File: src/rtl/core/pcpa_pkg.sv
// ----------------------------------------------------------------------------
// pcpa_pkg
// Shared constants, types and codes for the per-CPU page free-list allocator.
// ----------------------------------------------------------------------------
package pcpa_pkg;

  localparam int CPU_COUNT   = 8;
  localparam int CPU_W       = 3;
  localparam int PART_PAGES  = 256;
  localparam int PART_W      = 8;
  localparam int PAGE_SHIFT  = 12;
  localparam int TOTAL_PAGES = CPU_COUNT * PART_PAGES;
  localparam int PAGE_W      = 11;
  localparam int LINK_W      = 12;
  localparam int NIL_PAGE    = TOTAL_PAGES;
  localparam int ADDR_W      = 56;
  localparam int STAT_W      = 2;

  localparam int IN_DW  = 64;
  localparam int OUT_DW = 64;

  localparam int CFG_AW = 4;
  localparam int CFG_DW = 64;

  localparam logic [ADDR_W-1:0] BASE_RESET = 56'd0;
  localparam logic [ADDR_W-1:0] TOP_RESET  = 56'd134217728;

  typedef logic [LINK_W-1:0] link_t;
  typedef logic [ADDR_W-1:0] addr_t;

  typedef enum logic {
    REG_BASE = 1'b0,
    REG_TOP  = 1'b1
  } reg_idx_t;

  typedef enum logic {
    ACT_ALLOC = 1'b0,
    ACT_FREE  = 1'b1
  } action_t;

  typedef enum logic [STAT_W-1:0] {
    STAT_OK       = 2'd0,
    STAT_NO_PAGE  = 2'd1,
    STAT_BAD_FREE = 2'd2
  } status_t;

  typedef enum logic [1:0] {
    ST_CLEAR,
    ST_IDLE,
    ST_EXEC,
    ST_READ
  } state_t;

  typedef struct packed {
    logic clr_step;
    logic load_in;
    logic exec_free;
    logic alloc_read;
    logic alloc_miss;
    logic alloc_done;
  } cmd_t;

  typedef struct packed {
    logic clr_done;
    logic is_free;
    logic alloc_hit;
    logic slot_free;
  } sts_t;

endpackage

File: src/rtl/core/pcpa_ctrl.sv
// ----------------------------------------------------------------------------
// pcpa_ctrl
// Sequencer: link table init, transaction intake, free / allocate steps.
// ----------------------------------------------------------------------------
module pcpa_ctrl import pcpa_pkg::*; (
  input  logic clk,
  input  logic rst_n,
  input  logic in_tvalid,
  output logic in_tready,
  input  sts_t sts,
  output cmd_t cmd
);

  state_t state_r, state_nxt;

  always_ff @(posedge clk) begin
    if (!rst_n) begin
      state_r <= ST_CLEAR;
    end else begin
      state_r <= state_nxt;
    end
  end

  always_comb begin
    state_nxt = state_r;
    unique case (state_r)
      ST_CLEAR: begin
        if (sts.clr_done) state_nxt = ST_IDLE;
      end
      ST_IDLE: begin
        if (in_tvalid) state_nxt = ST_EXEC;
      end
      ST_EXEC: begin
        if (sts.is_free) begin
          if (sts.slot_free) state_nxt = ST_IDLE;
        end else if (sts.alloc_hit) begin
          state_nxt = ST_READ;
        end else if (sts.slot_free) begin
          state_nxt = ST_IDLE;
        end
      end
      ST_READ: begin
        if (sts.slot_free) state_nxt = ST_IDLE;
      end
      default: state_nxt = ST_CLEAR;
    endcase
  end

  always_comb begin
    cmd       = '0;
    in_tready = 1'b0;
    unique case (state_r)
      ST_CLEAR: cmd.clr_step = 1'b1;
      ST_IDLE: begin
        in_tready   = 1'b1;
        cmd.load_in = in_tvalid;
      end
      ST_EXEC: begin
        cmd.exec_free  = sts.is_free & sts.slot_free;
        cmd.alloc_read = ~sts.is_free & sts.alloc_hit;
        cmd.alloc_miss = ~sts.is_free & ~sts.alloc_hit & sts.slot_free;
      end
      ST_READ: cmd.alloc_done = sts.slot_free;
      default: ;
    endcase
  end

endmodule

File: config.mk
export PLATFORM = sky130hd
export DESIGN_NAME = pcpa_ctrl
export DESIGN_NICKNAME = d
export VERILOG_FILES = /design/src/rtl/core/pcpa_pkg.sv /design/src/rtl/core/pcpa_ctrl.sv
export SDC_FILE = /design/constraint.sdc
export NUM_CORES = 1
export LEC_CHECK = 0
export BUFFER_PORTS_ARGS = -buffer_cell sky130_fd_sc_hd__buf_4
export CAP_MARGIN = 20
export CORE_AREA = 2 2 39 41
export CTS_CLUSTER_SIZE = 24
export DETAILED_ROUTE_END_ITERATION = 7
export DIE_AREA = 0 0 41 43
export HOLD_SLACK_MARGIN = 0.06
export PLACE_DENSITY = 0.3
export SYNTH_ARGS = -nofsm -noshare
export SYNTH_HDL_FRONTEND = slang
export SYNTH_SLANG_ARGS = --single-unit
File: constraint.sdc
create_clock -name clk -period 1.9 [get_ports clk]
set_clock_uncertainty 0.2 [all_clocks]
set_input_delay 0.38 -clock clk [delete_from_list [all_inputs] [get_ports clk]]
set_output_delay 0.38 -clock clk [all_outputs]
set_load 0.01 [all_outputs]
# Word-level counts from Yosys, hierarchy flattened

Cells that the tools add are included.

Equal/unequal tests: 5
Muxes and demuxes: 11
Bitwise gates (word level): 6
Reduce and logical (&&, ||, !) cells: 2

Operators with widths:

| kind                                                             | count |
|---|---|
| 2-bit two-way mux                                                | 5 |
| 2-bit case mux with 4 select lines                               | 1 |
| 1-bit bitwise AND                                                | 4 |
| 2-bit == test (second input constant)                            | 2 |
| 1-bit two-way mux                                                | 4 |
| 2-bit inequality test (second input constant)                    | 2 |
| 3-bit two-way mux                                                | 1 |
| 2-bit by 1-bit == test with 1-bit output (second input constant) | 1 |
| 2-bit logical NOT                                                | 1 |
| 1-bit inverter                                                   | 2 |
| 2-bit AND reduction                                              | 1 |

Register bits: 2
Input bits: 7
Output and inout port bits: 7
Logic and storage cells: 25

# Logic depth before layout (Yosys ltp)

Gate-level depths: netlist of the first run.

Word-level depth: 4
Gate-level depth with buffers: 2
Mapped depth without buffers: 2

# Worst setup path after synthesis of the first run

No wires, ideal clock.

Path kind: flip-flop to output port
From: register state_r[1]
To: output port cmd[1] in the netlist's numbering
Data arrival time: 0.950 ns
Required time: 1.320 ns
Setup slack: 0.370 ns
Cell stages (with the launch flop): 3
Path buffers: 0
Path through: dfxtp_1 -> nand2b_1 -> nor4b_1

RTL lines:

| what                   | line            | text |
|---|---|---|
| from (decl)            | pcpa_ctrl.sv:14 | `state_t state_r, state_nxt;` |
| from (signal assigned) | pcpa_ctrl.sv:20 | `state_r <= state_nxt;` |
| to (decl)              | pcpa_ctrl.sv:11 | `output cmd_t cmd` |

==> out/results.ini, run 1 <==
[status]
outcome=finished clean

[grt]
grt_max_degree=11
grt_pass1_vias=171
antenna_found_initial=0
grt_overflow_total=0
track_usage_pct=6.11
grt_pass1_wl_um=641

[logic_synthesis]
synth_area_per_cell_um2=8.83
synth_top_area_share_pct=25.2
yosys-top-cells-area=dfxtp_1 (25%), nand2b_1 (7.9%), and4b_2 (7.1%), nand4bb_1 (7.1%), o311a_1 (6.3%)
syn_inst=18
synth.distinct_cells=15
synth_nets=25
yosysWarnings=0
synth.yosys.seq_area_share_pct=25.2
netlist_area_um2=159
synth-seq-cells=2
yosys.area.top_type=dfxtp_1

[critical_path]
cp.required_ns=1.32
rr_startpoint=state_r[0]$_SDFFE_PN0P_
start_kind=register
r2r-end=state_r[0]$_SDFFE_PN0P_
arrival_ns=1.21
cp-end-kind=output port
worstSetupPathType=reg2out
worst-r2r-setup-slack_ns=0.74
reg2regPathDepth=2
cp_max_fo=9

[worst_hold_path]
whs_path_depth=3
hp-start=rst_n
min_path_type=in2reg
hold_path_end=state_r[1]$_SDFFE_PN0P_

[floorplanning]
fp.dieH_um=43
initial_core_util_pct=11.5
rows=14
die_area_mm2=0.00176
die_w_um=41
coreArea_mm2=0.00138
io_pins=14

[detailed_routing]
wire_per_inst_um=9.52
drcViolationCount=0
dr.pass1.iters=3
vias=201
drt_wl_total_um=476
drt-initial-drc-count=5
avgViaCountPerCell=4.02
drt.antenna.violating_nets=0

[layout]
num-fill-cells=161
largest-register=state_r
n_antenna_cell=0
area_delta_synth_final_pct=89.0
final_area_um2=300
multi_input_area_um2=111
drive_gt1_share_pct=61.8
fin_nets=43
largest_reg_flops=2
seq_area_um2=41.3
reg_top3=state_r (2)

[clock_tree]
cts_made_buffers=3
cts_root_buf=clkbuf_4
cts_setup_buffers=0
clock_sinks=2
clk_pin_slew_ns=0.03
clk_latency_ns=0.22
clockBufferDepth=2
htreeDepth=1
cts_tree=built

[sta]
slew_violations=0
maxSlewHeadroom_pct=82.3
tightest_slew_ns=0.262
period_share_pct=94.1
finalHoldViolCount=0
setup_viol=0
rsz0062_at_grt=false
finalSetupTns_ns=0
finalCriticalPeriod_ns=1.79
fmax_mhz=559

[run]
maxCapViolations=0

[power_and_ir_drop]
p_leak_nw=0.150
powerDensity_mw_per_mm2=629
ir_drop_mv=0.140

[placed_design]
io_buffers=13
gp_congestion=0.613
postPlaceCellArea_um2=277

==> cell usage after synthesis (all sizes together) <==
master / count
dfxtp: 2
o31a: 1
nor2b: 1
nand3b: 1
a31oi: 1
and3: 1
nor4b: 1
nand4bb: 1
nand2b: 2
inv: 2
nor2: 1
o311a: 1
and2b: 1
o31ai: 1
and4b: 1
==> per-stage QoR <==
step | utilization (%) | power (W) | hold slack [ns] | worst slack (ns) | instances
3_5_place_dp | 20.0 | 0.0000950 | 0.389 | 0.308 | 47
4_1_cts | 21.6 | 0.000195 | 0.206 | 0.0467 | 50
2_1_floorplan | - | 0.0000692 | 0.309 | 0.370 | 18
6_report | 21.7 | 0.000189 | 0.202 | 0.112 | 50
5_1_grt | 21.7 | 0.000200 | 0.236 | 0.0192 | 50
3_3_place_gp | 20.0 | 0.0000962 | 0.393 | 0.334 | 47
==> cell type report <==
cell class                      count  share of cell area, %
Clock buffer                        3                   7.50
Inverter                            2                   2.50
Multi-Input combinational cell     14                   37.1
Sequential cell                     2                   13.7
Tap cell                           16                   6.67
Timing Repair Buffer               13                   32.5
==> timing repair <==
action                     in CTS  in global routing
setup endpoints to repair       0                  1
hold buffers                    0                  0
resized for setup               0                  1
==> worst max-delay path by stage <==
stage / startpoint / end / slack (ns)
after floorplan: state_r[1]$_SDFFE_PN0P_ / cmd[1] / 0.37
after global placement: state_r[1]$_SDFFE_PN0P_ / cmd[1] / 0.33
after detailed placement: state_r[1]$_SDFFE_PN0P_ / cmd[1] / 0.31
after CTS: state_r[1]$_SDFFE_PN0P_ / cmd[1] / 0.05
after global routing: state_r[0]$_SDFFE_PN0P_ / cmd[1] / 0.02
final: state_r[0]$_SDFFE_PN0P_ / cmd[1] / 0.11
==> placed cells by master, fill, tap and decap left out <==
| cell type | n |
|---|---|
| and4b_2 | 1 |
| inv_1 | 2 |
| dfxtp_1 | 1 |
| clkbuf_4 | 3 |
| and3_2 | 1 |
| o311a_1 | 1 |
| nor2b_1 | 1 |
| dfxtp_2 | 1 |
| o31a_2 | 1 |
| and2b_2 | 1 |
| nand3b_1 | 1 |
| nor2_1 | 1 |
| nand4bb_1 | 1 |
| nand2b_1 | 2 |
| buf_4 | 13 |
| nor4b_1 | 1 |
| a31oi_1 | 1 |
| o31ai_1 | 1 |
==> worst max-delay path: stages, from the launching register on <==
cell,delay [ns]
dfxtp_1,0.36
nand2b_1,0.19
nor4b_1,0.26
buf_4,0.17
==> report_power, final <==
group          total (W)  leakage, nW  switching [W]  internal (W)
clock          0.0000951       0.0138      0.0000253     0.0000698
combinational  0.0000422        0.119      0.0000154     0.0000268
sequential     0.0000517       0.0169     0.00000608     0.0000457
==> logic make-up (layout without fill, tap and decap cells) <==
| logic type | Yosys count | count (layout) | share of synthesized area (%) |
|---|---|---|---|
| compound gates | 4 | 4 | 21.3 |
| buf+inv | 2 | 18 | 4.73 |
| flops | 2 | 2 | 25.2 |
| simple gates | 10 | 10 | 48.8 |
==> routing by layer <==
layer / share of wire, % / GRT usage [%] / wire length, um
met5: 0 / 0 / 0
met4: 2.1 / 8.00 / 10
met3: 13 / 3.14 / 61
met2: 41 / 5.94 / 193
met1: 44 / 7.67 / 210
Note: power is estimated with default switching activity, not from simulation.
==> run 2: changes to the inputs <==
- PLACE_DENSITY: 0.3 -> 0.36
- clock period: 1.9 -> 2.1 ns (I/O delays scaled with it)
==> run 2 against run 1 <==
Via count down 3.5%. Design area down 0.42%. Register-to-register slack better by 0.17 ns. Critical path type unchanged. Highest routed layer is now met3.
==> out/results.ini, run 2 (synthesis gave the netlist of run 1 again) <==
[clock_tree]
cts_setup_buffers=0  ; unchanged
cts_tree=built
ctsHoldBuffers=0  ; unchanged
cts-resized-gates=0  ; unchanged
clockBufferDepth=2  ; unchanged
htreeDepth=1  ; unchanged
clock_sinks=2  ; unchanged
cts_root_buf=clkbuf_4
cts_made_buffers=3  ; unchanged
clk_latency_ns=0.22  ; about the same
clk_pin_slew_ns=0.03  ; about the same

[sta]
period_share_pct=87.9
finalCriticalPeriod_ns=1.85
worst_slack_ns=0.254  ; +0.142 ns
tightest_slew_ns=0.267  ; +0.00532 ns
fmax_mhz=542
setup_viol=0  ; unchanged
finalSetupTns_ns=0  ; unchanged
slew_violations=0  ; unchanged
finalHoldViolCount=0  ; unchanged
rsz0062_at_grt=false
maxSlewHeadroom_pct=82.2  ; -0.13 points

[critical_path]
arrival_ns=1.23  ; +0.02 ns
cp_max_fo=10  ; +1
worstSetupPathType=reg2out
cp-end-kind=output port
start_kind=register
cp.required_ns=1.48  ; +0.16 ns

[layout]
final_util_pct=21.6  ; -0.090 points
reg_top3=state_r (2)
n_antenna_cell=0  ; unchanged
largest-register=state_r
drive_gt1_share_pct=58.8  ; -2.9 points
largest_reg_flops=2  ; unchanged
num-fill-cells=166  ; +3.1%
final_common_cell=buf_4
seq_area_um2=40.0  ; -3.0%
fin_nets=43  ; unchanged
mostFrequentLayoutCells=buf_4 (13), clkbuf_4 (3), inv_1 (2), nand2b_1 (2), dfxtp_1 (2)
multi_input_area_um2=111  ; unchanged
layout.cells.non_filler=50  ; unchanged
area_delta_synth_final_pct=88.2

[detailed_routing]
avgViaCountPerCell=3.88  ; -3.5%
drt.antenna.violating_nets=0  ; unchanged
wire_per_inst_um=8.76  ; -8.0%
vias=194  ; -3.5%
drt_wl_total_um=438  ; -8.0%
drt-initial-drc-count=0  ; -5
drcViolationCount=0  ; unchanged
dr.pass1.iters=1  ; -2

[grt]
use_met2_pct=9.69  ; +3.8 points
grt_overflow_total=0  ; unchanged
grt_pass1_vias=193  ; +13%
grt_pass1_wl_um=703  ; +9.7%
top_usage_layer=met2
grt_max_degree=11  ; unchanged
use_met1_pct=5.10  ; -2.6 points
track_usage_pct=6.21  ; +0.094 points
antenna_found_initial=0  ; unchanged
grtUsageMet3_pct=3.14  ; unchanged

[run]
maxCapViolations=0  ; unchanged

[power_and_ir_drop]
p_comb_share_pct=22.5  ; +0.2 points
ir_drop_mv=0.161  ; +15%
powerDensity_mw_per_mm2=560  ; -11%
p_int_w=0.000128  ; -9.8%
clock_power_share_pct=49.7  ; -0.6 points
p_leak_nw=0.149  ; -0.31%
p_switching_w=0.0000394  ; -16%
swShare_pct=23.5  ; -1.3 points
p_seq_share_pct=27.8  ; +0.4 points

[placed_design]
dpl_worst_slack_ns=0.469  ; +0.161 ns
io_buffers=13  ; unchanged
gp_congestion=0.559  ; -8.7%
placed_cells=47  ; unchanged

[worst_hold_path]
min_path_type=in2reg

[floorplanning]
io_pins=14  ; unchanged
die_area_mm2=0.00176  ; unchanged
die_w_um=41  ; unchanged
initial_core_util_pct=11.5  ; unchanged
coreArea_mm2=0.00138  ; unchanged
fp.dieH_um=43  ; unchanged
rows=14  ; unchanged

[status]
outcome=finished clean

run 2: changes by cell type in the layout (fill, tap and decap cells not counted):
cell / before / now
dfxtp_2: 1 / 0
dfxtp_1: 1 / 2
run 2: path summary, 6_finish.rpt:
kind                             endpoint  cells past startpoint  slack (ns)                    start
hold reg to reg   state_r[1]$_SDFFE_PN0P_                      2        0.40  state_r[1]$_SDFFE_PN0P_
setup / recovery                   cmd[1]                      3        0.25  state_r[1]$_SDFFE_PN0P_
hold / removal    state_r[1]$_SDFFE_PN0P_                      3        0.26                    rst_n
setup reg to reg  state_r[0]$_SDFFE_PN0P_                      2        0.91  state_r[1]$_SDFFE_PN0P_
run 2: stage by stage:
| stage | power [W] | hold slack [ns] | cell area [um2] |
|---|---|---|---|
| 2_1_floorplan | 0.0000626 | 0.343 | 159 |
| 3_3_place_gp | 0.0000859 | 0.410 | 277 |
| 3_5_place_dp | 0.0000856 | 0.408 | 277 |
| 4_1_cts | 0.000175 | 0.250 | 299 |
| 5_1_grt | 0.000187 | 0.259 | 299 |
| 6_report | 0.000168 | 0.258 | 299 |
run 2: per-layer routing:
metal  routed length, um  share of wire, %
met1                 169                39
met2                 233                53
met3                  35               8.0
met5                   0                 0
met4                   0                 0
run 2: final cells by class:
class | instances | area share [%]
tap | 16 | 6.69
timing repair buffer | 13 | 32.6
multi-input combinational | 14 | 37.2
sequential | 2 | 13.4
inverter | 2 | 2.51
clock buffer | 3 | 7.53
run 2: critical path: stages, from the launching register on:
cell	delay, ns
dfxtp_1	0.46
nand2b_1	0.12
nor4b_1	0.25
buf_4	0.17
run 2: power groups by stage:
stage	registers [W]	logic [W]	clock network, W
5_1_grt	0.0000476	0.0000420	0.0000976
4_1_cts	0.0000467	0.0000385	0.0000895
6_report	0.0000465	0.0000377	0.0000833
3_3_place_gp	0.0000472	0.0000387	0
2_1_floorplan	0.0000455	0.0000171	0
3_5_place_dp	0.0000472	0.0000385	0
==> run 3: changes to the inputs <==
==> constraint.sdc (replaced) <==
create_clock -name clk -period 2.1 [get_ports clk]
set_clock_uncertainty 0.2 [all_clocks]
set_input_delay 0.315 -clock clk [delete_from_list [all_inputs] [get_ports clk]]
set_output_delay 0.315 -clock clk [all_outputs]
set_load 0.01 [all_outputs]
==> run 3 against run 2 <==
First-iteration DRC count unchanged. Flip-flop and latch count did not move. Hold slack got worse by 0.10 ns.
==> out/results.ini, run 3 (synthesis gave the netlist of run 1 again) <==
[sta]
finalCriticalPeriod_ns=1.73  ; -0.113 ns
period_share_pct=82.5  ; -5.4 points
finalHoldViolCount=0  ; unchanged
tightest_slew_ns=0.246  ; -0.0214 ns
maxSlewHeadroom_pct=83.4  ; +1.2 points
hold_ws_ns=0.155  ; -0.103 ns
finalSetupTns_ns=0  ; unchanged
rsz0062_at_grt=false
setup_viol=0  ; unchanged
fmax_mhz=577  ; +6.5%
slew_violations=0  ; unchanged
worst_slack_ns=0.367  ; +0.113 ns

[floorplanning]
coreArea_mm2=0.00138  ; unchanged
die_area_mm2=0.00176  ; unchanged
die_w_um=41  ; unchanged
io_pins=14  ; unchanged
rows=14  ; unchanged
initial_core_util_pct=11.5  ; unchanged
fp.dieH_um=43  ; unchanged

[grt]
grt_pass1_vias=197  ; +2.1%
antenna_found_initial=0  ; unchanged
track_usage_pct=7.41  ; +1.2 points
grt_overflow_total=0  ; unchanged
grt_pass1_wl_um=793  ; +13%
grt_max_degree=11  ; unchanged

[layout]
num-fill-cells=162  ; -2.4%
final_common_cell=buf_4
multi_input_area_um2=111  ; unchanged
mostFrequentLayoutCells=buf_4 (13), clkbuf_4 (3), inv_1 (2), nand2b_1 (2), dfxtp_1 (2)
n_antenna_cell=0  ; unchanged
fin_nets=43  ; unchanged
area_delta_synth_final_pct=88.2  ; unchanged
seq_area_um2=40.0  ; unchanged
largest_reg_flops=2  ; unchanged
reg_top3=state_r (2)
drive_gt1_share_pct=58.8  ; unchanged
final_util_pct=21.6  ; unchanged
largest-register=state_r

[critical_path]
worstSetupPathType=reg2out
cp_max_fo=10  ; unchanged
start_kind=register
crit_slowest_cell=dfxtp_1
arrival_ns=1.22  ; about the same
worstPathCellList=nand2b_1 -> nor4b_1 -> buf_4
critical-path-max-stage-delay_ns=0.45  ; about the same
cp-end-kind=output port
cp.required_ns=1.58  ; +0.10 ns

[power_and_ir_drop]
ir_drop_mv=0.147  ; -8.4%
powerDensity_mw_per_mm2=566  ; +1.1%
p_leak_nw=0.149  ; unchanged

[clock_tree]
ctsHoldBuffers=0  ; unchanged
clk_pin_slew_ns=0.03  ; about the same
cts_root_buf=clkbuf_4
clockBufferDepth=2  ; unchanged
clk_latency_ns=0.22  ; about the same
cts-resized-gates=0  ; unchanged
clock_sinks=2  ; unchanged
cts_made_buffers=3  ; unchanged
htreeDepth=1  ; unchanged
cts_setup_buffers=0  ; unchanged
cts_tree=built

[detailed_routing]
wire_per_inst_um=9.48  ; +8.2%
dr.pass1.iters=1  ; unchanged
drcViolationCount=0  ; unchanged
vias=197  ; +1.5%
drt_wl_total_um=474  ; +8.2%
avgViaCountPerCell=3.94  ; +1.5%
drt.antenna.violating_nets=0  ; unchanged
drt-initial-drc-count=0  ; unchanged

[worst_hold_path]
min_path_type=in2reg

[run]
maxCapViolations=0  ; unchanged

[placed_design]
dpl_worst_slack_ns=0.589  ; +0.120 ns
gp_congestion=0.567  ; +1.4%
io_buffers=13  ; unchanged

[status]
outcome=finished clean

-- run 3: path summary, 6_finish.rpt --
path,cells past startpoint,slack [ns],startpoint,end
setup reg to reg,2,0.92,state_r[1]$_SDFFE_PN0P_,state_r[0]$_SDFFE_PN0P_
setup / recovery,3,0.37,state_r[1]$_SDFFE_PN0P_,cmd[1]
hold / removal,3,0.16,rst_n,state_r[1]$_SDFFE_PN0P_
hold reg to reg,2,0.41,state_r[1]$_SDFFE_PN0P_,state_r[1]$_SDFFE_PN0P_
-- run 3: worst max-delay path, delay by kind of cell (launching register included) --
family / cells / cell delay (ns)
DFF: 1 / 0.45
buffers and inverters: 1 / 0.17
and+or+nand+nor: 2 / 0.36
-- run 3: through the flow --
step,area (um2),std cells,power [W]
after floorplan,159,18,0.0000626
after global placement,277,47,0.0000857
after global routing,299,50,0.000187
after CTS,299,50,0.000178
final,299,50,0.000169
after detailed placement,277,47,0.0000859
-- run 3: area by class of cell --
| class | instances | share of cell area [%] |
|---|---|---|
| multi-input cells | 14 | 37.2 |
| repair buffers | 13 | 32.6 |
| flip-flops and latches | 2 | 13.4 |
| clock buffers | 3 | 7.53 |
| well taps | 16 | 6.69 |
| inverters | 2 | 2.51 |
-- run 3: report_power, final --
part / switching [W] / internal [W]
sequential: 0.00000529 / 0.0000411
combinational: 0.0000140 / 0.0000242
clock: 0.0000217 / 0.0000630
-- run 3: routing by layer --
layer,up-vias,track usage [%],share of wire [%]
met1,90,6.07,31
met5,-,0,0
li1,101,-,-
met2,6,10.6,60
met3,0,4.71,8.4
met4,0,8.00,0
