===== src/rtl/core/pcpa_pkg.sv =====
// ----------------------------------------------------------------------------
// pcpa_pkg
// Shared constants, types and codes for the per-CPU page free-list allocator.
// ----------------------------------------------------------------------------
package pcpa_pkg;

  localparam int CPU_COUNT   = 8;
  localparam int CPU_W       = 3;
  localparam int PART_PAGES  = 256;
  localparam int PART_W      = 8;
  localparam int PAGE_SHIFT  = 12;
  localparam int TOTAL_PAGES = CPU_COUNT * PART_PAGES;
  localparam int PAGE_W      = 11;
  localparam int LINK_W      = 12;
  localparam int NIL_PAGE    = TOTAL_PAGES;
  localparam int ADDR_W      = 56;
  localparam int STAT_W      = 2;

  localparam int IN_DW  = 64;
  localparam int OUT_DW = 64;

  localparam int CFG_AW = 4;
  localparam int CFG_DW = 64;

  localparam logic [ADDR_W-1:0] BASE_RESET = 56'd0;
  localparam logic [ADDR_W-1:0] TOP_RESET  = 56'd134217728;

  typedef logic [LINK_W-1:0] link_t;
  typedef logic [ADDR_W-1:0] addr_t;

  typedef enum logic {
    REG_BASE = 1'b0,
    REG_TOP  = 1'b1
  } reg_idx_t;

  typedef enum logic {
    ACT_ALLOC = 1'b0,
    ACT_FREE  = 1'b1
  } action_t;

  typedef enum logic [STAT_W-1:0] {
    STAT_OK       = 2'd0,
    STAT_NO_PAGE  = 2'd1,
    STAT_BAD_FREE = 2'd2
  } status_t;

  typedef enum logic [1:0] {
    ST_CLEAR,
    ST_IDLE,
    ST_EXEC,
    ST_READ
  } state_t;

  typedef struct packed {
    logic clr_step;
    logic load_in;
    logic exec_free;
    logic alloc_read;
    logic alloc_miss;
    logic alloc_done;
  } cmd_t;

  typedef struct packed {
    logic clr_done;
    logic is_free;
    logic alloc_hit;
    logic slot_free;
  } sts_t;

endpackage


===== src/rtl/core/pcpa_cfg.sv =====
// ----------------------------------------------------------------------------
// pcpa_cfg
// APB register file: region base and region top.
// ----------------------------------------------------------------------------
module pcpa_cfg import pcpa_pkg::*; (
  input  logic              clk,
  input  logic              rst_n,
  input  logic              cfg_psel,
  input  logic              cfg_penable,
  input  logic              cfg_pwrite,
  input  logic [CFG_AW-1:0] cfg_paddr,
  input  logic [CFG_DW-1:0] cfg_pwdata,
  output logic [CFG_DW-1:0] cfg_prdata,
  output logic              cfg_pready,
  output addr_t             region_base,
  output addr_t             region_top
);

  addr_t    base_r, base_nxt;
  addr_t    top_r, top_nxt;
  logic     wr_en;
  reg_idx_t idx;

  assign cfg_pready = 1'b1;
  assign wr_en      = cfg_psel & cfg_penable & cfg_pwrite & cfg_pready;
  assign idx        = reg_idx_t'(cfg_paddr[3]);

  always_comb begin
    base_nxt = base_r;
    top_nxt  = top_r;
    if (wr_en) begin
      unique case (idx)
        REG_BASE: base_nxt = cfg_pwdata[ADDR_W-1:0];
        REG_TOP:  top_nxt  = cfg_pwdata[ADDR_W-1:0];
        default:  ;
      endcase
    end
  end

  always_ff @(posedge clk) begin
    if (!rst_n) begin
      base_r <= BASE_RESET;
      top_r  <= TOP_RESET;
    end else begin
      base_r <= base_nxt;
      top_r  <= top_nxt;
    end
  end

  always_comb begin
    unique case (idx)
      REG_BASE: cfg_prdata = CFG_DW'(base_r);
      REG_TOP:  cfg_prdata = CFG_DW'(top_r);
      default:  cfg_prdata = '0;
    endcase
  end

  assign region_base = base_r;
  assign region_top  = top_r;

endmodule


===== config.mk =====
export PLATFORM = sky130hd
export DESIGN_NAME = pcpa_cfg
export DESIGN_NICKNAME = d
export VERILOG_FILES = /design/src/rtl/core/pcpa_pkg.sv /design/src/rtl/core/pcpa_cfg.sv
export SDC_FILE = /design/constraint.sdc
export NUM_CORES = 1
export LEC_CHECK = 0
export CORE_MARGIN = 2
export CORE_UTILIZATION = 35
export DETAILED_ROUTE_END_ITERATION = 8
export DONT_BUFFER_PORTS = 1
export PLACE_DENSITY_LB_ADDON = 0.15
export SLEW_MARGIN = 30
export SYNTH_ARGS = -nofsm -noshare
export SYNTH_HDL_FRONTEND = slang
export SYNTH_SLANG_ARGS = --single-unit

===== constraint.sdc =====
create_clock -name clk -period 1.2 [get_ports clk]
set_clock_uncertainty 0.05 [all_clocks]
set_input_delay 0.18 -clock clk [delete_from_list [all_inputs] [get_ports clk]]
set_output_delay 0.18 -clock clk [all_outputs]
set_load 0.05 [all_outputs]

# Yosys cells after proc, flatten, opt, wreduce, memory -nomap -nowiden
# Index checks and enable logic that the tools add are counted.
# word_totals
reg_bits	112
input_bits	73
# op_classes
n_mux	1
bitwise_logic	3
reduce_logical	2
# op_table
cell	count
64-bit one-hot mux with 2 select lines	1
2-bit AND reduction	2
1-bit bitwise AND	2
1-bit inverter	1

# Logic depth before layout (Yosys ltp)
# Gate-level depths: netlist (run 1).
# logic_depth
depth_word	3
ltp_mapped	5
mapped_depth_nobuf	2

# Worst setup path before layout (run 1)
# OpenSTA, ideal clock, no wires.
# synth_timing
kind	input to output
startpoint	input port cfg_paddr[3]
endpoint	output port cfg_prdata[14]
arrival_ps	1051
path_slack_ps	-81
stages	3
n_path_buf	2
path_cell_list	buf_2 buf_2 mux2_2
# synth_via
elab_chain_cells	2
# synth_rtl
element	line	text
from (decl)	pcpa_cfg.sv:11	input logic [CFG_AW-1:0] cfg_paddr,
1-bit inverter (no line)	--	
64-bit one-hot mux with 2 select lines (*)	pcpa_cfg.sv:51	unique case (idx)
to (decl)	pcpa_cfg.sv:13	output logic [CFG_DW-1:0] cfg_prdata,
# Mark *: on every way between the ends. The rest lies on a longest branch, timed or not. The select of a mux whose other input is x is not followed.

# Final worst setup path (run 1)
# layout_timing
startpoint	register base_r[49] (netlist: region_base[49])
endpoint	output port cfg_prdata[49]
# layout_via
elab_chain_cells	1
# layout_rtl
element	line	text
from (decl)	pcpa_cfg.sv:19	addr_t base_r, base_nxt;
from (signal assigned)	pcpa_cfg.sv:45	base_r <= base_nxt;
64-bit one-hot mux with 2 select lines	pcpa_cfg.sv:51	
# No other way between the ends. The select of a mux whose other input is x is not followed.

==> key figures, run 1 <==
Setup path
  • Crit path DAT: 1.03 ns
  • Largest fanout on the critical path: 2
  • Critical Path Max Stage Delay: 0.35 ns
  • Crit path capture type: primary output
  • CP Cell Sequence: mux2_4
  • Critical path launch point type: register
  • Crit path max-delay family: multiplexers
  • Worst setup path class: register to primary output
  • Worst Path Required: 0.97 ns
  • Slowest CP cell: mux2_4
  • Buffers & Inverters on Critical Path: 0

Pwr
  • Net Switching: 2.099 mW
  • Switch share: 0.2549
  • P_leak: 3.381 nW
  • Combinational power share: 0.146
  • Clock power frac: 0.386
  • Pwr Total: 8.233 mW
  • Sequential share of power: 0.468
  • Pwr dens: 1154 nW/um^2
  • Peak supply drop: 1.042 mV
  • Int Pwr: 6.134 mW

STA
  • Max-slew violation count: 0
  • Setup slack after layout: -0.06090 ns
  • Final min period: 1.261 ns
  • Fmax: 793.1 MHz
  • Hold Violations, Final: 54
  • Setup TNS: -2.606 ns
  • Hold WS: -0.06007 ns
  • Fin crit share: 1.051
  • Endpoints failing setup: 56
  • RSZ-0062 raised after global routing: yes

Global routing
  • Grt total ovfl: 0
  • Overall Global Routing Usage: 0.1756
  • Initial antenna violation count: 0
  • First-pass GRT wire length: 20380 um
  • Pin count of the biggest net entering global routing: 170
  • Vias in the first global route: 4066

Synthesis
  • Seq cells post-synth: 112
  • Cell area after synthesis: 4923 sq um
  • Cells after Synth: 500
  • Seq/Total Area, Yosys: 0.4554
  • Synth Area per Inst: 9.847 sq um
  • Yosys warnings: 0
  • Synth top area share: 0.4554
  • Yosys cell types: 13
  • Area leader, netlist: dfxtp_1
  • Top post-synthesis cells by area: dfxtp_1 (46%), mux2i_1 (23%), mux2_2 (13%), nand2_1 (13%), buf_2 (1.8%)

Finish
  • Most common cell after layout, fill and taps aside: nand2_1
  • Most frequent cells in the layout: nand2_1 (167), mux2i_1 (112), dfxtp_2 (110), buf_4 (108), mux2_4 (56)
  • Area Growth Syn to Fin: 44.90%
  • Final Cell Area: 7134 sq um
  • Final nets: 719
  • Diode count: 0
  • Finished Layout Cells: 831
  • Layout cells sized above 1: 0.4716
  • Layout Utilization: 0.5160

Clock network
  • Worst skew pair latency: 0.34 ns
  • CTS Sinks: 112
  • Root Driver: clkbuf_16
  • Total CTS buffers: 9
  • CTS tree: built
  • CTS clk-pin slew, worst paths: 0.07 ns
  • Worst-case clock buffer depth: 2
  • H-Tree Depth: 3

Floorplanning
  • Die X: 122.6 um
  • # IOs: 250
  • Initial core utilization: 0.3561
  • Die Ht: 122.6 um
  • Core area: 13830 sq um
  • Die area: 15030 sq um
  • FP Rows: 43

Drt
  • Drt via density: 4.738
  • Drt total wl: 13630 um
  • Drt first pass iters: 4
  • WL per Instance: 16.40 um
  • Vias: 3937
  • Final ANT Viol Nets: 0
  • # DRC: 0
  • Starting DRT DRC Count: 107

Job
  • Max cap viols: 0

Placed design
  • Area after DPL: 6076 sq um
  • Input/output buffers: 0
  • Placed insts: 756
  • GPL Wtd Cong: 0.7217
  • Detail Placement HPWL: 8968 um

Run status
  • Violated checks: hold timing, setup timing
  • Status: finished, violations left

Min path
  • Hold Crit Class: input pin to register
[cell type report]
cell class | count | area [sq um]
timing repair buffer | 175 | 1559
clock inverter | 3 | 65.06
sequential | 112 | 2380
tap | 180 | 225.2
clock buffer | 13 | 250.2
multi-input combinational | 348 | 2655
fill | 1250 | 6693
[stage by stage]
step / hold WS [ns] / worst slack, ns
detailed placement: 0.2833 / -0.02075
finish: -0.06007 / -0.06090
global placement: 0.2684 / 0.04078
floorplan: 0.2646 / -0.07396
global route: -0.07106 / -0.09729
CTS: -0.08483 / -0.07754
[power by group through the flow]
stage / combinational, mW / clock (mW) / sequential, mW
after floorplan: 0.670 / 0 / 4.24
final: 1.20 / 3.18 / 3.86
after global placement: 1.02 / 0 / 3.93
after detailed placement: 1.03 / 0 / 3.94
after CTS: 1.15 / 3.29 / 3.85
after global routing: 1.26 / 3.42 / 3.86
[cells in the mapped netlist]
library cell,instances
buf_2,18
and4b_1,1
mux2i_1,112
buf_6,4
mux2_2,56
buf_1,1
dfxtp_1,112
clkbuf_1,14
nand2_1,167
conb_1,2
nor2b_1,2
buf_4,10
nand4_1,1
[logic make-up after synthesis]
kind of cell | after synthesis | share of synthesized area
mux | 168 | 0.3558
flops | 112 | 0.4554
other cells | 2 | 0.001525
simple gates | 171 | 0.1332
buf+inv | 47 | 0.05413
[path summary, 6_finish.rpt]
path / start / end / slack, ns / cells after the start
worst max-delay path: region_base[49] / cfg_prdata[49] / -0.06 / 1
worst min-delay path: rst_n / region_base[13] / -0.06 / 2
worst max register to register: region_base[24] / region_base[24] / 0.27 / 4
worst min register to register: region_top[17] / region_top[17] / 0.42 / 2
[layer usage]
metal  GRT usage  vias up  share of wire
met5           0        -              0
met4     0.06466        0          0.019
met3     0.07156       17          0.078
met2      0.3222      137           0.52
met1      0.1774     1857           0.38
li1            -     1926              -
[state kept, by name (all words and copies together) (netlist names)]
register     flops
region_base     56
region_top      56
[repair_timing]
item                                   CTS  global route
gates resized for setup                 38            10
setup endpoints to repair               56            70
endpoints found under the hold margin  112            78
setup buffers                           11             0
hold buffers                            37            19
Power figures use the tool's default switching activity.
==> run 2, diff against run 1 <==
- CTS_BUF_LIST: default -> sky130_fd_sc_hd__clkbuf_16
==> run 2 against run 1 <==
  * Largest cell class unchanged
  * Power decreased by 1.2%
  * Critical endpoint unchanged
  * Worst setup slack about the same
  * Non-clock buffer count unchanged
  * The flow still finishes with violations (hold timing, setup timing)
  * Core utilization decreased by 0.072 points
  * Critical path type unchanged
==> key figures, run 2 (same netlist as run 1, synthesis figures left out) <==
Setup path
  • Cells on worst reg2reg path: 4
  • CP Launch Point: region_base[49]
  • Worst setup path class: register to primary output
  • Reg2reg end: region_base[24]
  • Crit path capture: cfg_prdata[49]
  • Worst Path Required: 0.97 ns
  • Reg2reg setup slack: 0.27 ns
  • CP Cell Sequence: mux2_4
  • Largest fanout on the critical path: 2
  • Critical path launch point type: register
  • Reg2reg start: region_base[24]
  • Crit path capture type: primary output
  • Buffers & Inverters on Critical Path: 0
  • Crit path DAT: 1.03 ns
  • Critical Path Max Stage Delay: 0.35 ns
  • Crit path max-delay family: multiplexers
  • Critical path depth: 1
  • Slowest CP cell: mux2_4

Pwr
  • Int Pwr: 6.044 mW
  • P_leak: 3.387 nW
  • Clock power frac: 0.379
  • Pwr dens: 1142 nW/um^2
  • Peak supply drop: 1.038 mV
  • Switch share: 0.2570
  • Combinational power share: 0.147
  • Net Switching: 2.091 mW
  • Sequential share of power: 0.474
  • Pwr Total: 8.135 mW

Drt
  • Starting DRT DRC Count: 97
  • Drt first pass iters: 4
  • Drt via density: 4.738
  • Drt total wl: 13610 um
  • M1 WL: 5168 um
  • # DRC: 0
  • Final ANT Viol Nets: 0
  • Wire length on met3: 1078 um
  • DR top layer: met4
  • Met2 wire len: 7065 um
  • WL per Instance: 16.38 um
  • Vias: 3937

STA
  • Max-slew violation count: 0
  • Setup slack after layout: -0.06124 ns
  • Fmax: 792.9 MHz
  • Endpoints failing setup: 56
  • RSZ-0062 raised after global routing: yes
  • Fin crit share: 1.051
  • Hold WS: -0.05924 ns
  • Final min period: 1.261 ns
  • Hold Violations, Final: 38

Finish
  • Final Cell Area: 7124 sq um
  • Layout cells sized above 1: 0.4700
  • Finished Layout Cells: 831
  • Area Growth Syn to Fin: 44.70%
  • Diode count: 0
  • Most frequent cells in the layout: nand2_1 (167), mux2i_1 (112), dfxtp_2 (110), buf_4 (108), mux2_4 (56)
  • Final nets: 719
  • Most common cell after layout, fill and taps aside: nand2_1

Floorplanning
  • Initial core utilization: 0.3561
  • Die Ht: 122.6 um
  • Core area: 13830 sq um
  • # IOs: 250
  • Die area: 15030 sq um
  • Die X: 122.6 um
  • FP Rows: 43

Placed design
  • Input/output buffers: 0
  • GPL Wtd Cong: 0.7217
  • Area after DPL: 6076 sq um
  • Detail Placement HPWL: 8968 um
  • Post-Place Worst Slack: -0.02075 ns
  • Placed insts: 756

Clock network
  • CTS Sinks: 112
  • Worst-case clock buffer depth: 2
  • Total CTS buffers: 9
  • CTS clk-pin slew, worst paths: 0.07 ns
  • H-Tree Depth: 3
  • Root Driver: clkbuf_16
  • Worst skew pair latency: 0.34 ns
  • CTS tree: built

Global routing
  • Pin count of the biggest net entering global routing: 170
  • First-pass GRT wire length: 20380 um
  • Initial antenna violation count: 0
  • Grt total ovfl: 0
  • Overall Global Routing Usage: 0.1756
  • Vias in the first global route: 4066

Job
  • Max cap viols: 0

Run status
  • Violated checks: hold timing, setup timing
  • Status: finished, violations left

Min path
  • Hold Crit Class: input pin to register
run 2: cell types whose count changed in the layout (fill, tap and decap cells not counted), sizes merged:
cell	delta
inv	+3
clkbuf	-4
clkinv	+1
run 2: timing repair:
item                                    CTS  global route
buffers inserted                         11             0
hold buffers                             37            19
endpoints found under the setup margin   56            70
resized for setup                        38            10
hold endpoints to repair                112            78
run 2: final cells by class:
class	count	area [sq um]
multi-input cells	348	2655
flip-flops and latches	112	2380
well taps	180	225.2
clock inverters	7	80.08
fillers	1251	6703
repair buffers	175	1559
clock buffers	9	225.2
run 2: how the worst min path moves through the flow:
stage              startpoint         endpoint  slack (ns)  cells after the start
3_5_place_dp   cfg_pwdata[27]  region_base[27]        0.28                      2
4_1_cts                 rst_n  region_base[21]       -0.08                      2
3_3_place_gp   cfg_pwdata[27]  region_base[27]        0.27                      2
5_1_grt                 rst_n  region_base[12]       -0.07                      2
2_1_floorplan  cfg_pwdata[27]  region_base[27]        0.26                      2
6_report                rst_n  region_base[13]       -0.06                      2
run 2: metrics by stage:
step | utilization | setup TNS (ns)
2_1_floorplan | - | -0.8911
3_3_place_gp | 0.4394 | 0
3_5_place_dp | 0.4394 | -0.02075
4_1_cts | 0.5046 | -3.848
5_1_grt | 0.5152 | -4.611
6_report | 0.5152 | -2.597
run 2: per-layer routing:
| layer | track usage | vias to the layer above |
|---|---|---|
| met1 | 0.1774 | 1851 |
| met3 | 0.07156 | 20 |
| met2 | 0.3222 | 141 |
| met5 | 0 | - |
| li1 | - | 1925 |
| met4 | 0.06466 | 0 |
run 2: worst reg2reg max path, cell delays in order (launching register included):
cell and delay, ns:
dfxtp_2 0.33, buf_4 0.10, buf_6 0.15, nand2_1 0.07, mux2i_1 0.15
run 2: power by group through the flow:
stage	clock network (mW)	logic (mW)	registers, mW
2_1_floorplan	0	0.670	4.24
3_3_place_gp	0	1.02	3.93
3_5_place_dp	0	1.03	3.94
4_1_cts	3.20	1.15	3.85
5_1_grt	3.33	1.26	3.86
6_report	3.08	1.20	3.86
==> run 3, diff against run 2 <==
--- a/constraint.sdc
+++ b/constraint.sdc
@@ -3,3 +3,3 @@
 set_input_delay 0.18 -clock clk [delete_from_list [all_inputs] [get_ports clk]]
 set_output_delay 0.18 -clock clk [all_outputs]
-set_load 0.05 [all_outputs]
+set_load 0.01 [all_outputs]
==> run 3 against run 2 <==
  * The run still ends with hold timing, setup timing left
  * Worst setup slack improved by 0.029 ns
  * Wire length fell by 13%
  * Via count fell by 9.2%
  * Design area fell by 13%
  * Register-to-register slack improved by 0.18 ns
  * Sequential share of layout area rose by 5.7 points
  * Non-clock buffer count fell by 114
  * First-iteration DRC count rose by 63%
  * Flip-flop and latch count did not move
  * Core utilization fell by 6.6 points
  * Die area did not move
  * Clock power fell by 14%
==> key figures, run 3 (same netlist as run 1, synthesis figures left out) <==
STA
  • Final min period: 1.232 ns
  • Max-slew violation count: 0
  • Setup slack after layout: -0.03214 ns
  • RSZ-0062 raised after global routing: yes
  • Hold WS: -0.07157 ns
  • Fmax: 811.6 MHz
  • Fin crit share: 1.027
  • Hold Violations, Final: 39
  • Endpoints failing setup: 53

Setup path
  • Critical path launch point type: register
  • Worst Path Required: 0.97 ns
  • Reg2reg setup slack: 0.45 ns
  • Slowest CP cell: dfxtp_4
  • CP Cell Sequence: mux2_4
  • Reg2reg end: region_base[49]
  • Crit path DAT: 1.00 ns
  • Reg2reg start: region_base[49]
  • Critical path depth: 1
  • Largest fanout on the critical path: 3
  • Crit path max-delay family: flip-flops
  • Buffers & Inverters on Critical Path: 0
  • Worst setup path class: register to primary output
  • Cells on worst reg2reg path: 3
  • Critical Path Max Stage Delay: 0.37 ns
  • Crit path capture type: primary output

Placed design
  • Input/output buffers: 0
  • Detail Placement HPWL: 7474 um
  • GPL Wtd Cong: 0.6958
  • Placed insts: 651

Floorplanning
  • FP Rows: 43
  • Die Ht: 122.6 um
  • Initial core utilization: 0.3561
  • Die X: 122.6 um
  • Die area: 15030 sq um
  • # IOs: 250
  • Core area: 13830 sq um

Run status
  • Status: finished, violations left
  • Violated checks: hold timing, setup timing

Finish
  • Most common cell after layout, fill and taps aside: nand2_1
  • Final nets: 605
  • Area Growth Syn to Fin: 26.10%
  • Most frequent cells in the layout: nand2_1 (167), mux2i_1 (112), dfxtp_2 (92), mux2_4 (54), dlygate4sd3_1 (50)
  • Finished Layout Cells: 715
  • Diode count: 0
  • Layout cells sized above 1: 0.3551
  • # fillers: 1267

Clock network
  • CTS clk-pin slew, worst paths: 0.07 ns
  • Root Driver: clkbuf_16
  • Setup Buffers After CTS: 0
  • Worst-case clock buffer depth: 2
  • Worst skew pair latency: 0.34 ns
  • Total CTS buffers: 9
  • H-Tree Depth: 3
  • CTS Sinks: 112
  • CTS tree: built

Pwr
  • Net Switching: 1.625 mW
  • Clock power frac: 0.374
  • Int Pwr: 5.471 mW
  • P_leak: 2.723 nW
  • Pwr dens: 1143 nW/um^2
  • Combinational power share: 0.076
  • Sequential share of power: 0.549
  • Peak supply drop: 0.6199 mV
  • Switch share: 0.2290

Global routing
  • Initial antenna violation count: 0
  • Grt total ovfl: 0
  • First-pass GRT wire length: 17730 um
  • Vias in the first global route: 3601
  • Overall Global Routing Usage: 0.1507
  • Pin count of the biggest net entering global routing: 170

Drt
  • Drt via density: 4.999
  • Final ANT Viol Nets: 0
  • WL per Instance: 16.48 um
  • Vias: 3574
  • Drt first pass iters: 6
  • # DRC: 0
  • Starting DRT DRC Count: 158
  • Drt total wl: 11780 um

Min path
  • Worst min-delay path endpoint: region_top[14]
  • Hold Crit Start: rst_n
  • Min-Delay Path Depth: 2
  • Hold Crit Class: input pin to register

Job
  • Max cap viols: 0
==> run 3: cell types whose count changed in the layout (fill, tap and decap cells not counted), sizes merged <==
cell / change
dlygate4sd3: +2
buf: -116
clkinvlp: +2
bufinv: -2
inv: -2
==> run 3: cell type report <==
cell class | count | area, sq um | area share
sequential | 112 | 2425 | 0.3906
clock inverter | 5 | 27.53 | 0.004434
multi-input combinational | 348 | 2648 | 0.4264
timing repair buffer | 61 | 658.1 | 0.1060
clock buffer | 9 | 225.2 | 0.03628
tap | 180 | 225.2 | 0.03628
==> run 3: stage by stage <==
| step | setup TNS, ns | area (sq um) | total power, mW | utilization | worst slack [ns] |
|---|---|---|---|---|---|
| 3_5_place_dp | 0 | 5070 | 4.380 | 0.3667 | 0.02203 |
| 6_report | -0.7210 | 6208 | 7.096 | 0.4490 | -0.03214 |
| 2_1_floorplan | 0 | 4950 | 4.415 | - | 0.01896 |
| 4_1_cts | -2.034 | 6073 | 7.212 | 0.4392 | -0.05623 |
| 5_1_grt | -2.739 | 6208 | 7.432 | 0.4490 | -0.06828 |
| 3_3_place_gp | 0 | 5070 | 4.368 | 0.3667 | 0.05749 |
==> run 3: power groups by stage <==
| stage | Clock (mW) | Sequential (mW) | Combinational (mW) |
|---|---|---|---|
| floorplan | 0 | 3.97 | 0.443 |
| finish | 2.66 | 3.90 | 0.542 |
| global placement | 0 | 4.00 | 0.372 |
| global route | 2.93 | 3.91 | 0.593 |
| CTS | 2.79 | 3.91 | 0.518 |
| detailed placement | 0 | 4.00 | 0.382 |
==> run 3: worst max-delay path by stage <==
stage                         start         endpoint
detailed placement     cfg_paddr[3]  region_base[26]
global route        region_base[10]   cfg_prdata[10]
floorplan              cfg_paddr[3]   cfg_prdata[14]
global placement       cfg_paddr[3]  region_base[15]
finish               region_base[0]    cfg_prdata[0]
CTS                 region_base[10]   cfg_prdata[10]
==> run 3: metal layers <==
layer	up-vias	GRT usage	routed length [um]
met2	160	0.2486	5677
met1	1710	0.1780	5043
met5	-	0	0
li1	1691	-	-
met4	0	0.06897	193
met3	13	0.04833	869
==> run 3: timing repair <==
action | CTS | global route
hold buffers | 39 | 11
setup endpoints to repair | 56 | 56
gates cloned | 0 | 0
resized for setup | 173 | 9
hold endpoints to repair | 112 | 106
